==> src/design/esfs_pkg.sv <==
`timescale 1ns / 1ps

package esfs_pkg;

	localparam int NEEDLE_MAX = 16;
	localparam int BYTE_W     = 8;
	localparam int REG_W      = 64;
	localparam int LEN_W      = 5;
	localparam int IDX_W      = 2;
	localparam int KIND_W     = 2;

	typedef enum logic [IDX_W-1:0] {
		REG_NEEDLE_LOW  = 2'd0,
		REG_NEEDLE_HIGH = 2'd1,
		REG_NEEDLE_LEN  = 2'd2
	} cfg_reg_t;

	typedef enum logic [KIND_W-1:0] {
		KIND_NONE   = 2'd0,
		KIND_EXACT  = 2'd1,
		KIND_FOLDED = 2'd2
	} match_kind_t;

	// Broadcast to every cell of the chain in the same cycle.
	typedef struct packed {
		logic              advance;
		logic              clear;
		logic [BYTE_W-1:0] text_byte;
		logic [BYTE_W-1:0] folded_byte;
	} cell_ctrl_t;

	function automatic logic [BYTE_W-1:0] fold_byte(input logic [BYTE_W-1:0] b);
		logic [BYTE_W-1:0] r;
		r = b;
		if (b >= 8'h41 && b <= 8'h5A) begin
			r = b + 8'h20;
		end
		return r;
	endfunction

endpackage

==> src/design/esfs_if.sv <==
`timescale 1ns / 1ps

interface esfs_in_if;
	logic                        valid;
	logic                        ready;
	logic [esfs_pkg::BYTE_W-1:0] text_byte;
	logic                        is_final;
	logic                        carries_nothing;

	modport source (output valid, output text_byte, output is_final,
		output carries_nothing, input ready);
	modport sink (input valid, input text_byte, input is_final,
		input carries_nothing, output ready);
endinterface

interface esfs_out_if;
	logic                        valid;
	logic                        ready;
	logic [esfs_pkg::KIND_W-1:0] match_kind;

	modport source (output valid, output match_kind, input ready);
	modport sink (input valid, input match_kind, output ready);
endinterface

==> src/design/esfs_cell.sv <==
`timescale 1ns / 1ps

module esfs_cell (
	input  logic                        clk,
	input  logic                        arst_n,
	input  esfs_pkg::cell_ctrl_t        ctrl,
	input  logic [esfs_pkg::BYTE_W-1:0] needle_byte,
	input  logic                        in_use,
	input  logic                        is_last,
	input  logic                        prev_exact,
	input  logic                        prev_folded,
	output logic                        exact,
	output logic                        folded,
	output logic                        exact_hit,
	output logic                        folded_hit
);

	logic exact_q;
	logic folded_q;
	logic exact_nxt;
	logic folded_nxt;

	// Extend the neighbor's partial match by one byte.
	assign exact_nxt  = prev_exact & in_use & (needle_byte == ctrl.text_byte);
	assign folded_nxt = prev_folded & in_use &
		(esfs_pkg::fold_byte(needle_byte) == ctrl.folded_byte);

	always_ff @(posedge clk or negedge arst_n) begin
		if (!arst_n) begin
			exact_q  <= 1'b0;
			folded_q <= 1'b0;
		end else if (ctrl.clear) begin
			exact_q  <= 1'b0;
			folded_q <= 1'b0;
		end else if (ctrl.advance) begin
			exact_q  <= exact_nxt;
			folded_q <= folded_nxt;
		end
	end

	assign exact      = exact_q;
	assign folded     = folded_q;
	assign exact_hit  = exact_nxt & is_last;
	assign folded_hit = folded_nxt & is_last;

endmodule

==> src/design/exact_and_folded_substring_search_unit.sv <==
`timescale 1ns / 1ps

// Streaming substring search, exact and ASCII case-folded.
// Haystack bytes come in on in_ch, one request per byte; is_final marks the
// last request of a haystack and carries_nothing a request with no byte
// (used to end an empty haystack). On every final request one result leaves
// on out_ch: match_kind 1 for an exact hit, 2 for a hit only after folding
// A-Z to lower case, 0 for none. An empty needle always gives 1.
// The needle (up to 16 bytes) and its length must be written through the
// cfg_we / cfg_index / cfg_data port only while no haystack is in flight;
// the block does not enforce this. Lengths above 16 act as 16.
// Throughput is one byte per cycle while in_ch.ready is high: a row of 16 cells,
// one per needle byte, each holds a partial-match bit and passes it on per byte.
// The result is registered, in the skid entry while the output register is full.
// A two-entry output stage lets input continue while a result waits; input
// stalls whenever both entries are full, even with the receiver's ready high.
// Reset clears the needle registers, all match progress and the output.

module exact_and_folded_substring_search_unit (
	input  logic                        clk,
	input  logic                        arst_n,
	esfs_in_if.sink                     in_ch,
	esfs_out_if.source                  out_ch,
	input  logic                        cfg_we,
	input  logic [esfs_pkg::IDX_W-1:0]  cfg_index,
	input  logic [esfs_pkg::REG_W-1:0]  cfg_data
);

	localparam int NM = esfs_pkg::NEEDLE_MAX;
	localparam int LW = esfs_pkg::LEN_W;

	logic [esfs_pkg::REG_W-1:0] needle_low_q;
	logic [esfs_pkg::REG_W-1:0] needle_high_q;
	logic [LW-1:0]              needle_len_q;
	logic [LW-1:0]              len_act;
	logic [2*esfs_pkg::REG_W-1:0] needle_all;

	logic                 in_acc;
	logic                 advance;
	esfs_pkg::cell_ctrl_t ctrl;

	logic [NM-1:0] exact_vec;
	logic [NM-1:0] folded_vec;
	logic [NM-1:0] exact_hits;
	logic [NM-1:0] folded_hits;
	logic [NM-1:0] use_mask;
	logic [NM-1:0] last_mask;

	logic seen_exact_q;
	logic seen_folded_q;
	logic exact_now;
	logic folded_now;
	esfs_pkg::match_kind_t kind_new;

	logic                  out_valid_q;
	esfs_pkg::match_kind_t out_kind_q;
	logic                  skid_valid_q;
	esfs_pkg::match_kind_t skid_kind_q;
	logic                  push;
	logic                  pop;

	always_ff @(posedge clk or negedge arst_n) begin
		if (!arst_n) begin
			needle_low_q  <= '0;
			needle_high_q <= '0;
			needle_len_q  <= '0;
		end else if (cfg_we) begin
			unique case (cfg_index)
				esfs_pkg::REG_NEEDLE_LOW:  needle_low_q  <= cfg_data;
				esfs_pkg::REG_NEEDLE_HIGH: needle_high_q <= cfg_data;
				esfs_pkg::REG_NEEDLE_LEN:  needle_len_q  <= cfg_data[LW-1:0];
				default: ;
			endcase
		end
	end

	assign len_act = (needle_len_q > LW'(NM)) ? LW'(NM) : needle_len_q;
	assign needle_all = {needle_high_q, needle_low_q};

	assign in_ch.ready = !skid_valid_q;
	assign in_acc      = in_ch.valid & in_ch.ready;
	assign advance     = in_acc & !in_ch.carries_nothing & (len_act != '0);

	assign ctrl.advance     = advance;
	assign ctrl.clear       = in_acc & in_ch.is_final;
	assign ctrl.text_byte   = in_ch.text_byte;
	assign ctrl.folded_byte = esfs_pkg::fold_byte(in_ch.text_byte);

	for (genvar k = 0; k < NM; k++) begin : g_cell
		logic prev_e;
		logic prev_f;

		assign use_mask[k]  = LW'(k) < len_act;
		assign last_mask[k] = LW'(k + 1) == len_act;

		if (k == 0) begin : g_head
			assign prev_e = 1'b1;
			assign prev_f = 1'b1;
		end else begin : g_link
			assign prev_e = exact_vec[k-1];
			assign prev_f = folded_vec[k-1];
		end

		esfs_cell u_cell (
			.clk         (clk),
			.arst_n      (arst_n),
			.ctrl        (ctrl),
			.needle_byte (needle_all[k*esfs_pkg::BYTE_W +: esfs_pkg::BYTE_W]),
			.in_use      (use_mask[k]),
			.is_last     (last_mask[k]),
			.prev_exact  (prev_e),
			.prev_folded (prev_f),
			.exact       (exact_vec[k]),
			.folded      (folded_vec[k]),
			.exact_hit   (exact_hits[k]),
			.folded_hit  (folded_hits[k])
		);
	end

	assign exact_now  = advance & (|exact_hits);
	assign folded_now = advance & (|folded_hits);

	always_ff @(posedge clk or negedge arst_n) begin
		if (!arst_n) begin
			seen_exact_q  <= 1'b0;
			seen_folded_q <= 1'b0;
		end else if (ctrl.clear) begin
			seen_exact_q  <= 1'b0;
			seen_folded_q <= 1'b0;
		end else begin
			seen_exact_q  <= seen_exact_q | exact_now;
			seen_folded_q <= seen_folded_q | folded_now;
		end
	end

	always_comb begin
		priority if ((len_act == '0) || seen_exact_q || exact_now) begin
			kind_new = esfs_pkg::KIND_EXACT;
		end else if (seen_folded_q || folded_now) begin
			kind_new = esfs_pkg::KIND_FOLDED;
		end else begin
			kind_new = esfs_pkg::KIND_NONE;
		end
	end

	assign push = in_acc & in_ch.is_final;
	assign pop  = out_valid_q & out_ch.ready;

	// Output register backed by a skid entry.
	always_ff @(posedge clk or negedge arst_n) begin
		if (!arst_n) begin
			out_valid_q  <= 1'b0;
			skid_valid_q <= 1'b0;
			out_kind_q   <= esfs_pkg::KIND_NONE;
			skid_kind_q  <= esfs_pkg::KIND_NONE;
		end else if (!out_valid_q || pop) begin
			if (skid_valid_q) begin
				out_kind_q   <= skid_kind_q;
				out_valid_q  <= 1'b1;
				skid_valid_q <= 1'b0;
			end else if (push) begin
				out_kind_q  <= kind_new;
				out_valid_q <= 1'b1;
			end else begin
				out_valid_q <= 1'b0;
			end
		end else if (push) begin
			skid_kind_q  <= kind_new;
			skid_valid_q <= 1'b1;
		end
	end

	assign out_ch.valid      = out_valid_q;
	assign out_ch.match_kind = out_kind_q;

	a_skid_behind_out: assert property (@(posedge clk) disable iff (!arst_n)
		skid_valid_q |-> out_valid_q)
		else $error("skid entry holds a result while output register is empty");

	a_final_gives_result: assert property (@(posedge clk) disable iff (!arst_n)
		(in_acc && in_ch.is_final) |=> out_valid_q)
		else $error("final request produced no result");

	a_exact_within_folded: assert property (@(posedge clk) disable iff (!arst_n)
		(exact_vec & ~folded_vec) == '0)
		else $error("exact progress bit set without folded progress bit");

	a_seen_exact_implies_folded: assert property (@(posedge clk) disable iff (!arst_n)
		seen_exact_q |-> seen_folded_q)
		else $error("exact hit recorded without folded hit");

endmodule
==> src/flat_wrapper.sv <==
// flat-port wrapper written by rule: the top's interface ports become plain ports
module exact_and_folded_substring_search_unit_flat 
  (clk, arst_n, cfg_we, cfg_index, cfg_data, in_ch_valid, in_ch_text_byte, in_ch_is_final, in_ch_carries_nothing, in_ch_ready, out_ch_valid, out_ch_match_kind, out_ch_ready);
  esfs_in_if in_ch_i ();
  esfs_out_if out_ch_i ();
  input  logic clk;
  input  logic arst_n;
  input  logic cfg_we;
  input  logic [esfs_pkg::IDX_W-1:0] cfg_index;
  input  logic [esfs_pkg::REG_W-1:0] cfg_data;
  input wire logic [$bits(in_ch_i.valid)-1:0] in_ch_valid;
  input wire logic [$bits(in_ch_i.text_byte)-1:0] in_ch_text_byte;
  input wire logic [$bits(in_ch_i.is_final)-1:0] in_ch_is_final;
  input wire logic [$bits(in_ch_i.carries_nothing)-1:0] in_ch_carries_nothing;
  output wire logic [$bits(in_ch_i.ready)-1:0] in_ch_ready;
  output wire logic [$bits(out_ch_i.valid)-1:0] out_ch_valid;
  output wire logic [$bits(out_ch_i.match_kind)-1:0] out_ch_match_kind;
  input wire logic [$bits(out_ch_i.ready)-1:0] out_ch_ready;
  assign in_ch_i.valid = in_ch_valid;
  assign in_ch_i.text_byte = in_ch_text_byte;
  assign in_ch_i.is_final = in_ch_is_final;
  assign in_ch_i.carries_nothing = in_ch_carries_nothing;
  assign in_ch_ready = in_ch_i.ready;
  assign out_ch_valid = out_ch_i.valid;
  assign out_ch_match_kind = out_ch_i.match_kind;
  assign out_ch_i.ready = out_ch_ready;
  exact_and_folded_substring_search_unit u_core (.clk(clk), .arst_n(arst_n), .in_ch(in_ch_i), .out_ch(out_ch_i), .cfg_we(cfg_we), .cfg_index(cfg_index), .cfg_data(cfg_data));
endmodule
==> config.mk <==
export PLATFORM = sky130hd
export DESIGN_NAME = exact_and_folded_substring_search_unit_flat
export DESIGN_NICKNAME = d
export VERILOG_FILES = /design/src/design/esfs_pkg.sv /design/src/design/esfs_if.sv /design/src/design/esfs_cell.sv /design/src/design/exact_and_folded_substring_search_unit.sv /design/src/flat_wrapper.sv
export SDC_FILE = /design/constraint.sdc
export NUM_CORES = 1
export LEC_CHECK = 0
export BUFFER_PORTS_ARGS = -buffer_cell sky130_fd_sc_hd__buf_2
export CORE_MARGIN = 2
export CORE_UTILIZATION = 40
export CTS_CLUSTER_DIAMETER = 60
export DETAILED_ROUTE_END_ITERATION = 8
export SLEW_MARGIN = 20
export SYNTH_ARGS = -nofsm -noshare
export SYNTH_HDL_FRONTEND = slang
export SYNTH_SLANG_ARGS = --single-unit
==> constraint.sdc <==
create_clock -name clk -period 7.85 [get_ports clk]
set_input_delay 0.785 -clock clk [delete_from_list [all_inputs] [get_ports clk]]
set_output_delay 0.785 -clock clk [all_outputs]
set_load 0.01 [all_outputs]
# Word level (Yosys, flattened, before mapping)
# Cells that the tools add are included.
[word_totals]
word_cells = 386
input_bits = 81
output_inout_bits = 4
ff_bits = 171
[op_classes]
muxes = 88
bitwise = 104
addsub = 17
reduce_logical = 37
n_eq_ne = 50
n_lt_le_gt_ge = 51
[op_table]
columns = ["op", "count"]
rows = [
  ["8-bit equality test", 32],
  ["8-bit by 6-bit adder with 8-bit output (second input constant)", 17],
  ["8-bit by 7-bit greater-or-equal comparator with 1-bit output (second input constant)", 17],
  ["8-bit by 7-bit <= comparator with 1-bit output (second input constant)", 17],
  ["8-bit two-way mux", 17],
  ["1-bit bitwise AND", 101],
  ["1-bit two-way mux", 66],
  ["4-bit by 5-bit equality test with 1-bit output (first input constant)", 8],
  ["4-bit by 5-bit less-than comparator with 1-bit output (first input constant)", 8],
  ["16-bit OR reduction", 2],
  ["3-bit by 5-bit equality test with 1-bit output (first input constant)", 4],
  ["3-bit by 5-bit less-than comparator with 1-bit output (first input constant)", 4],
  ["1-bit logical AND", 17],
  ["2-bit by 5-bit equality test with 1-bit output (first input constant)", 2],
  ["1-bit by 5-bit less-than comparator with 1-bit output (first input constant)", 2],
  ["2-bit by 5-bit less-than comparator with 1-bit output (first input constant)", 2],
  ["2-bit AND reduction", 5],
  ["2-bit two-way mux", 4],
  ["2-bit nonzero test", 3],
  ["1-bit by 5-bit equality test with 1-bit output (first input constant)", 1],
  ["5-bit equality test (first input constant)", 1],
  ["5-bit greater-than comparator (second input constant)", 1],
  ["5-bit logical NOT", 1],
  ["5-bit two-way mux", 1],
  ["other kinds (8)", 14],
]

# Logic depth before layout (Yosys ltp)
# Gate-level depths: netlist (run 1).
[logic_depth]
ltp_word = 13
ltp_mapped = 13
depth_no_buf = 11

# Cells and area by module
# From an unflattened synthesis (run 1), not the netlist that was laid out.
[hier_totals]
hier_cells = 1141
area_unflattened_um2 = 11855.1
[modules_own_cells]
columns = ["module", "area_each_um2", "seq_area_each_um2", "cells_each", "n_inst"]
rows = [
  ["esfs_cell", 385.4, 50.0, 47, 16],
  ["exact_and_folded_substring_search_unit", 5689.2, 3528.4, 389, 1],
]

# Least setup slack after synthesis (run 1)
# OpenSTA, ideal clock, no wires.
[synth_timing]
path_type = "input -> register"
from = "input port in_ch_text_byte[4]"
to = "register u_core.out_kind_q[1] (netlist: u_core.out_ch.match_kind[1])"
required_ps = 7785
cell_stages = 13
arrival_time_ps = 3380
path_slack_ps = 4405
n_path_buf = 3
setup_ps = 65
cell_sequence = "buf_4 > or4_4 > o221a_4 > a21bo_1 > buf_6 > buf_6 > mux2i_1 > o22ai_1 > nand2_1 > a2111oi_2 > nor4_2 > nor4_1 > o22a_1"
[synth_between]
elab_chain_cells = 13
word_cells_on_any_way = 111
classes_between = "add/sub (1); order compare (2); eq/ne (32); mux (5); bitwise (66); reduce/logical (5)"
[synth_lines]
columns = ["element", "line_no", "text"]
rows = [
  ["start, declared", "flat_wrapper.sv:12", "input wire logic [$bits(in_ch_i.text_byte)-1:0] in_ch_text_byte;"],
  ["8-bit by 7-bit greater-or-equal comparator with 1-bit output / 8-bit by 7-bit <= comparator with 1-bit output (equally long branches)", "esfs_pkg.sv:35", "if (b >= 8'h41 && b <= 8'h5A) begin"],
  ["1-bit logical AND", "esfs_pkg.sv:35", ""],
  ["8-bit two-way mux", "esfs_pkg.sv:35", ""],
  ["8-bit equality test", "esfs_cell.sv:26", "(esfs_pkg::fold_byte(needle_byte) == ctrl.folded_byte);"],
  ["1-bit bitwise AND", "esfs_cell.sv:25", "assign folded_nxt = prev_folded & in_use &"],
  ["1-bit bitwise AND", "esfs_cell.sv:44", "assign folded_hit = folded_nxt & is_last;"],
  ["16-bit OR reduction", "exact_and_folded_substring_search_unit.sv:121", "assign folded_now = advance & (|folded_hits);"],
  ["1-bit bitwise AND", "exact_and_folded_substring_search_unit.sv:121", ""],
  ["1-bit logical OR", "exact_and_folded_substring_search_unit.sv:139", "end else if (seen_folded_q || folded_now) begin"],
  ["2-bit two-way mux", "exact_and_folded_substring_search_unit.sv:139", ""],
  ["2-bit two-way mux (*)", "exact_and_folded_substring_search_unit.sv:137", "priority if ((len_act == '0) || seen_exact_q || exact_now) begin"],
  ["2-bit two-way mux (*)", "exact_and_folded_substring_search_unit.sv:161", "end else if (push) begin"],
  ["2-bit two-way mux (*)", "exact_and_folded_substring_search_unit.sv:157", "if (skid_valid_q) begin"],
  ["end signal, assigned", "exact_and_folded_substring_search_unit.sv:154", "out_kind_q <= esfs_pkg::KIND_NONE;"],
  ["end signal, assigned", "exact_and_folded_substring_search_unit.sv:158", "out_kind_q <= skid_kind_q;"],
  ["end signal, assigned", "exact_and_folded_substring_search_unit.sv:162", "out_kind_q <= kind_new;"],
  ["end, declared", "exact_and_folded_substring_search_unit.sv:56", "esfs_pkg::match_kind_t out_kind_q;"],
]
# Every way passes the cells marked *; elsewhere a longest branch is shown, timed or not. The select of a mux whose other input is x is not followed.
# A chain may end at the register's enable or synchronous reset.

# Final worst setup path (run 1)
[layout_timing]
from = "input port in_ch_text_byte[3]"
to = "register u_core.out_kind_q[1] (netlist: u_core.out_ch.match_kind[1])"
# Same word-level chain as after synthesis.

==> flow_summary.toml, run 1 <==
[routing]
vias = 7998
drc = 0
dr.pass1.iters = 5
wl_mm = 27.5
drtIter0Drc = 632
wl_per_cell_um = 19.3
ant_nets = 0
drt-vias-per-instance = 5.61

[pwr]
power.leakage_nw = 4.70
fin_total_pwr_mw = 2.77
power.density_nw_per_um2 = 237
switching_share_pct = 33.8
peakVddDrop_mv = 0.152
intPower_mw = 1.83
p_seq_share_pct = 44.0
p_comb_share_pct = 25.7
p_sw_mw = 0.937
clkPwrFrac_pct = 30.3

[layout]
drive_above_1_share_pct = 24.6
area_growth_pct = 11.9
nets = 1175
diodes = 0
final_cell_area_um2 = 11700

[clock_tree]
clk-insertion-delay-late_ns = 0.43
cts_root_buf = "clkbuf_16"
ctsLongestPathBuffers = 2
cts_max_level = 4
hold_buffers = 0
cts_tree = "yes"
cts.clk_slew.worst_paths_ns = 0.07
cts_buffers = 17
post_cts_buffers = 0
clock-sinks = 171
post_cts_resize_count = 0

[sta]
drv_slew = 0
hold_viol = 0
tns_ns = 0
skew_ns = 0.0138
rsz0062_at_grt = "no"
worstMarginPinSlew_ns = 0.941
maxSlewHeadroom_pct = 36.4
fin_ws_ns = 4.00
fin_crit_sh_pct = 49.1
setup_viol_count_final = 0
period_needed_ns = 3.85
fmax_ghz = 0.260

[critical_path]
cp.arrival_ns = 4.17
required_ns = 8.16
startpoint_type = "primary input"
worst-path-max-fanout = 18
startpoint = "in_ch_text_byte[3]"
r2r-end = "u_core.out_ch.match_kind[0]"
r2r_setup_slack_ns = 4.17
critPathCaptureType = "flop"
reg2reg_from = "u_core.needle_len_q[0]"
r2r_cells = 10
path_class = "in2reg"

[placement]
place_area_um2 = 11100
port_buffers = 84
dp_hpwl_mm = 19.6
globalplace.congestion = 0.913
pre_cts_ws_ns = 3.40

[synth]
synth_edf_count = 0
ys_seq_elements = 171
synth-main-ff-cell = "dfrtp_1"
synthArstFlopShare_pct = 100
synth_warnings = 0
synth_top_cell_area_share_pct = 41.0
synth.largest_area_cell = "dfrtp_1"
synth_area_leaders = "dfrtp_1 41%, mux2_2 14%, xnor2_1 11%, nand2_1 3.0%, xor2_1 3.0%"
synth_cells = 1017
synthDistinctLibCells = 63
syn_area_um2 = 10400
seq_area_frac_synth_pct = 41.0
syn_area_per_cell_um2 = 10.3
synth.net_count = 1115

[global_routing]
grt_usage_pct = 20.4
grt_pass1_vias = 8050
grt_max_degree = 99
grt_first_pass_wirelength_mm = 44.6
overflow = 0
antenna_found_initial = 0

[die]
die_y_um = 166
die_area_um2 = 27400
initial_utilization_pct = 40.4
rows = 59
ios = 85
core_um2 = 25800
die_width_um = 166

[worst_hold_path]
hold_class = "in2async"

[job]
drv_cap = 0

[run_status]
status = "finished, final reports clean"
## power groups by stage
stage / Sequential (mW) / Combinational, mW / Clock (mW)
final: 1.22 / 0.712 / 0.841
after global routing: 1.24 / 0.794 / 0.898
after CTS: 1.22 / 0.716 / 0.858
after detailed placement: 1.23 / 0.711 / 0
after global placement: 1.23 / 0.693 / 0
after floorplan: 1.16 / 0.574 / 0
## worst max path at each step
| stage | slack (ns) | end |
|---|---|---|
| floorplan | 4.40 | u_core.out_ch.match_kind[1] |
| global placement | 3.46 | u_core.out_ch.match_kind[1] |
| detailed placement | 3.40 | u_core.out_ch.match_kind[1] |
| CTS | 3.86 | u_core.out_ch.match_kind[1] |
| global route | 3.85 | u_core.out_ch.match_kind[1] |
| finish | 4.00 | u_core.out_ch.match_kind[1] |
## cells in the mapped netlist (7+ instances only)
master and instances:
nor2_1 53, xor2_1 36, o21ai_0 22, a2bb2oi_1 11
or4_1 9, a21boi_0 10, nand4_1 26, a21oi_1 28
xnor2_1 136, nor4_1 24, mux2_2 128, buf_2 14
dfrtp_1 171, clkbuf_1 29, nor3_1 41, a22o_1 17
nand3_1 24, nand2_1 84, a31oi_1 12, inv_1 20
ha_1 17, nand2b_1 7
## metrics by stage
stage               util (%)  hold slack, ns  instances
finish                  45.2           0.449       1425
floorplan                  -           0.444       1017
detailed placement      43.0           0.475       1393
global route            45.2           0.520       1425
global placement        43.0           0.460       1393
CTS                     45.2           0.493       1425
## cells in the final DEF, fill, tap and decap left out, types with 5 or more instances in the layout
cell	count
o211ai_1	6
a21oi_1	28
dfrtp_1	171
nand3_1	24
xor2_1	36
o22ai_1	5
inv_1	20
a31oi_1	12
nor2_1	52
a21o_1	6
a22o_1	17
nand2_1	84
clkbuf_16	17
nor3_1	41
nand4_1	26
nor4_1	24
buf_4	8
nand2b_1	7
ha_1	17
or3_1	5
a21boi_0	10
buf_2	83
nor2b_1	5
o21ai_0	22
mux2_2	128
a2bb2oi_1	11
xnor2_1	136
or4_1	9
## cells by family after synthesis
family / share of synthesized area [%]
AND/OR/NAND/NOR: 14.7
XOR/XNOR: 14.7
flip-flops: 41.0
AO/OA/AOI/OAI: 10.3
multiplexers: 14.2
buffers and inverters: 3.15
adder cells (fa/ha/maj): 2.04
## flip-flops by register name (all words and copies together) (netlist names)
signal / count
u_core.seen_exact_q: 1
u_core.needle_high_q: 64
u_core.needle_len_q: 5
u_core.seen_folded_q: 1
u_core.g_cell.u_cell.exact: 15
u_core.g_cell.u_cell.folded: 15
u_core.skid_kind_q: 2
u_core.out_ch.valid: 1
u_core.skid_valid_q: 1
u_core.out_ch.match_kind: 2
u_core.needle_low_q: 64
## cell type report
cell class | instances | area, um^2
Fill cell | 2491 | 14100
Multi-Input combinational cell | 775 | 5850
Sequential cell | 171 | 4280
Timing Repair Buffer | 92 | 487
Clock buffer | 18 | 439
Tap cell | 335 | 419
Clock inverter | 14 | 138
Inverter | 20 | 75.1
## worst max-delay path, stage by stage
cell     delay (ns)
buf_2          0.31
or4_4          0.63
o221a_4        0.27
a21o_1         0.45
xnor2_1        0.33
nor4_1         0.09
nor4_1         0.34
nand4_1        0.18
nor4_2         0.48
nor4_1         0.11
o22a_1         0.17
## per-layer routing
metal / vias to the layer above / track usage, % / wire [um]
met5: - / 0 / 0
met4: 0 / 6.47 / 597
met3: 33 / 3.20 / 1200
met2: 198 / 33.4 / 13000
met1: 3983 / 27.8 / 12600
li1: 3784 / - / -
Note: power is estimated with default switching activity, not from simulation.
==> run 2: changes to the inputs <==
Clock period 7.85 ns to 3.4 ns, I/O delays scaled along.
==> flow_summary.toml, run 2 (same netlist as run 1, synthesis figures left out) <==
[clock_tree]
cts_tree = "yes"
cts_root_buf = "clkbuf_16"
ctsLongestPathBuffers = 2
clk-insertion-delay-late_ns = 0.43
cts_buffers = 17
cts_max_level = 4
post_cts_resize_count = 0
hold_buffers = 1
cts.clk_slew.worst_paths_ns = 0.07
clock-sinks = 171
post_cts_buffers = 0

[sta]
skew_ns = 0.00932
hold_viol = 0
drv_slew = 0
period_needed_ns = 3.18
fin_ws_ns = 0.220
fin_crit_sh_pct = 93.5
worstMarginPinSlew_ns = 0.956
setup_viol_count_final = 0
rsz0062_at_grt = "no"
maxSlewHeadroom_pct = 35.4
fmax_ghz = 0.314
hold_slack_ns = 0.136
tns_ns = 0

[die]
die_y_um = 166
initial_utilization_pct = 40.4
die_width_um = 166
core_um2 = 25800
ios = 85
rows = 59
die_area_um2 = 27400

[job]
drv_cap = 0

[critical_path]
required_ns = 3.72
worst-path-max-fanout = 7
critPathCaptureType = "flop"
cp.arrival_ns = 3.50
startpoint_type = "flop"
path_class = "reg2reg"

[worst_hold_path]
hold_class = "in2reg"

[global_routing]
antenna_found_initial = 0
grt_first_pass_wirelength_mm = 45.8
overflow = 0
grt_usage_pct = 20.9
grt_pass1_vias = 8059
grt_max_degree = 74

[placement]
dp_hpwl_mm = 20.5
globalplace.congestion = 0.941
pre_cts_ws_ns = 0.103
dp_cells = 1424
port_buffers = 84

[routing]
drt-vias-per-instance = 5.52
wl_per_cell_um = 19.1
drtIter0Drc = 630
ant_nets = 0
wl_mm = 27.9
dr.pass1.iters = 5
vias = 8040
drc = 0

[pwr]
power.density_nw_per_um2 = 541
p_seq_share_pct = 42.6
clkPwrFrac_pct = 30.9
switching_share_pct = 33.3
fin_total_pwr_mw = 6.52
intPower_mw = 4.35
power.leakage_nw = 4.89
p_sw_mw = 2.17
peakVddDrop_mv = 0.270
p_comb_share_pct = 26.5

[layout]
layout_common_cells = "171 x dfrtp_1, 136 x xnor2_1, 128 x mux2_2"
diodes = 0
nets = 1207
area_growth_pct = 15.4
drive_above_1_share_pct = 26.6
mostFrequentLayoutCell = "dfrtp_1"
final_cell_count_no_fill = 1457
largestRegisters = "u_core.needle_high_q (64), u_core.needle_low_q (64)"

[run_status]
status = "finished, final reports clean"
[run 2: changes by cell type in the layout (fill, tap and decap cells not counted), moves of 2 or more]
cell      change
buf_12        +8
buf_4        +23
clkinv_2      -2
inv_6         +2
inv_8         -2
[run 2: per-layer routing]
metal	global-route usage, %	vias to the layer above	wire length (um)	part of all wire (%)
li1	-	3840	-	-
met1	29.3	3973	13000	47
met2	33.0	191	12900	46
met3	3.78	36	1240	4.4
met4	6.62	0	663	2.4
met5	0	-	0	0
[run 2: area by class of cell]
class / count / area [um^2]
flip-flops and latches: 171 / 4280
fillers: 2462 / 13800
clock inverters: 14 / 160
clock buffers: 18 / 439
repair buffers: 124 / 830
inverters: 20 / 75.1
well taps: 335 / 419
multi-input cells: 775 / 5850
[run 2: power groups by stage]
stage	Clock, mW	Sequential (mW)	Combinational [mW]
2_1_floorplan	0	2.68	1.33
3_3_place_gp	0	2.80	1.71
3_5_place_dp	0	2.81	1.72
4_1_cts	2.05	2.78	1.74
5_1_grt	2.14	2.84	1.93
6_report	2.02	2.78	1.73
[run 2: path summary, 6_finish.rpt]
path | startpoint | endpoint | slack [ns] | depth (start not counted)
max in group asynchronous | arst_n | u_core.needle_low_q[36] | 2.06 | 3
min reg2reg | u_core.seen_exact_q | u_core.seen_exact_q | 0.49 | 2
max | u_core.needle_len_q[4] | u_core.out_ch.match_kind[0] | 0.22 | 10
min | cfg_data[39] | u_core.needle_low_q[39] | 0.14 | 3
min in group asynchronous | arst_n | u_core.needle_low_q[19] | 0.49 | 2
max reg2reg | u_core.needle_len_q[4] | u_core.out_ch.match_kind[0] | 0.22 | 10
[run 2: stage by stage]
stage	util [%]	instance area [um^2]
2_1_floorplan	-	10400
6_report	46.7	12100
3_5_place_dp	44.3	11400
5_1_grt	46.7	12100
3_3_place_gp	44.3	11400
4_1_cts	46.7	12100
[run 2: critical path, stage by stage, from the launching register on]
cell and delay (ns):
dfrtp_1 0.43, or3b_2 0.56, o211ai_1 0.19, nor3_1 0.12
nand4_1 0.18, o221ai_1 0.14, or4_1 0.59, a21oi_1 0.20
o21ai_0 0.13, mux2_2 0.27, mux2_2 0.26
==> run 3: changes to the inputs <==
Settings changed: PLACE_DENSITY_LB_ADDON set to 0.15.
==> flow_summary.toml, run 3 (same netlist as run 1, synthesis figures left out) <==
[routing]
drt-vias-per-instance = 5.48
ant_nets = 0
wl_mm = 27.9
dr.pass1.iters = 4
drtIter0Drc = 579
vias = 7965
drc = 0
wl_per_cell_um = 19.2

[sta]
hold_viol = 0
setup_viol_count_final = 0
rsz0062_at_grt = "no"
maxSlewHeadroom_pct = 34.1
tns_ns = 0
fmax_ghz = 0.311
fin_crit_sh_pct = 94.5
period_needed_ns = 3.21
hold_slack_ns = 0.135
worstMarginPinSlew_ns = 0.974
skew_ns = 0.00951
fin_ws_ns = 0.187
drv_slew = 0

[die]
initial_utilization_pct = 40.4
core_um2 = 25800
die_area_um2 = 27400
die_width_um = 166
die_y_um = 166
rows = 59
ios = 85

[clock_tree]
cts_root_buf = "clkbuf_16"
clock-sinks = 171
cts_max_level = 4
ctsLongestPathBuffers = 2
cts_buffers = 17
clk-insertion-delay-late_ns = 0.43
post_cts_buffers = 0
cts.clk_slew.worst_paths_ns = 0.07
cts_tree = "yes"

[critical_path]
required_ns = 3.72
startpoint_type = "flop"
worst-path-max-fanout = 7
critPathCaptureType = "flop"
cp.arrival_ns = 3.53
path_class = "reg2reg"

[layout]
nets = 1205
diodes = 0
drive_above_1_share_pct = 26.2
mostFrequentLayoutCell = "dfrtp_1"
area_growth_pct = 14.9
post-route-util_pct = 46.4
final_cell_count_no_fill = 1453
largestRegisters = "u_core.needle_high_q (64), u_core.needle_low_q (64)"
layout_common_cells = "171 x dfrtp_1, 136 x xnor2_1, 128 x mux2_2"
final_cell_area_um2 = 12000

[placement]
port_buffers = 84
globalplace.congestion = 0.902
dp_cells = 1422
dp_hpwl_mm = 20.9
place_area_um2 = 11400
pre_cts_ws_ns = 0.0646

[pwr]
switching_share_pct = 32.8
power.density_nw_per_um2 = 536
intPower_mw = 4.33
clkPwrFrac_pct = 30.1
p_sw_mw = 2.11
p_seq_share_pct = 43.1
peakVddDrop_mv = 0.306
power.leakage_nw = 4.86
p_comb_share_pct = 26.8
fin_total_pwr_mw = 6.44

[global_routing]
grt_usage_pct = 20.7
overflow = 0
grt_max_degree = 73
antenna_found_initial = 0
grt_pass1_vias = 7914
grt_first_pass_wirelength_mm = 45.0

[worst_hold_path]
hold_class = "in2reg"

[job]
drv_cap = 0

[run_status]
status = "finished, final reports clean"
-- run 3: cell count changes in the layout (fill, tap and decap cells not counted) --
| cell | before | now |
|---|---|---|
| or3b_2 | 1 | 0 |
| a21oi_2 | 0 | 1 |
| clkbuf_1 | 0 | 2 |
| buf_4 | 31 | 30 |
| o21ai_1 | 0 | 1 |
| clkinv_2 | 1 | 2 |
| clkinv_4 | 3 | 1 |
| o21ai_0 | 22 | 21 |
| inv_8 | 1 | 0 |
| inv_6 | 4 | 2 |
| or3b_4 | 0 | 1 |
| buf_12 | 8 | 7 |
| a21oi_1 | 28 | 27 |
-- run 3: worst max-delay path, stage by stage (launching register included) --
cell	delay [ns]
dfrtp_1	0.44
or3_1	0.52
nor2_1	0.25
nor3_1	0.10
nand4_1	0.16
o221ai_1	0.15
or4_1	0.60
a21oi_1	0.21
o21ai_1	0.14
mux2_2	0.28
mux2_2	0.25
-- run 3: layout make-up --
| cell class | count | area, um^2 |
|---|---|---|
| clock buffer | 20 | 447 |
| timing repair buffer | 122 | 802 |
| clock inverter | 10 | 119 |
| multi-input combinational | 775 | 5860 |
| inverter | 20 | 75.1 |
| sequential | 171 | 4280 |
| tap | 335 | 419 |
| fill | 2520 | 13800 |
-- run 3: what timing repair did --
item                                   4_1_cts  5_1_grt
endpoints found under the hold margin       22        0
resized for setup                            0        3
hold buffers                                 1        0
setup endpoints to repair                    0        1
-- run 3: layer usage --
layer  part of all wire, %  vias to the layer above  track usage, %
met5                     0                        -               0
met4                   1.4                        0            4.95
met3                   3.5                       29            3.13
met2                    47                      155            33.6
met1                    48                     3935            29.3
li1                      -                     3846               -
-- run 3: final timing paths --
kind / start / end / slack (ns) / depth (start not counted)
max: u_core.needle_len_q[4] / u_core.out_ch.match_kind[0] / 0.19 / 10
min: cfg_data[15] / u_core.needle_low_q[15] / 0.13 / 3
max reg2reg: u_core.needle_len_q[4] / u_core.out_ch.match_kind[0] / 0.19 / 10
min reg2reg: u_core.skid_kind_q[1] / u_core.skid_kind_q[1] / 0.48 / 2
max in group asynchronous: arst_n / u_core.g_cell[14].u_cell.folded / 2.26 / 3
min in group asynchronous: arst_n / u_core.needle_high_q[11] / 0.33 / 2
-- run 3: power by group through the flow --
stage / clock network (mW) / registers (mW) / logic, mW
final: 1.93 / 2.77 / 1.73
after global routing: 2.08 / 2.85 / 1.92
after CTS: 1.98 / 2.78 / 1.74
after detailed placement: 0 / 2.81 / 1.73
after global placement: 0 / 2.80 / 1.71
after floorplan: 0 / 2.68 / 1.33
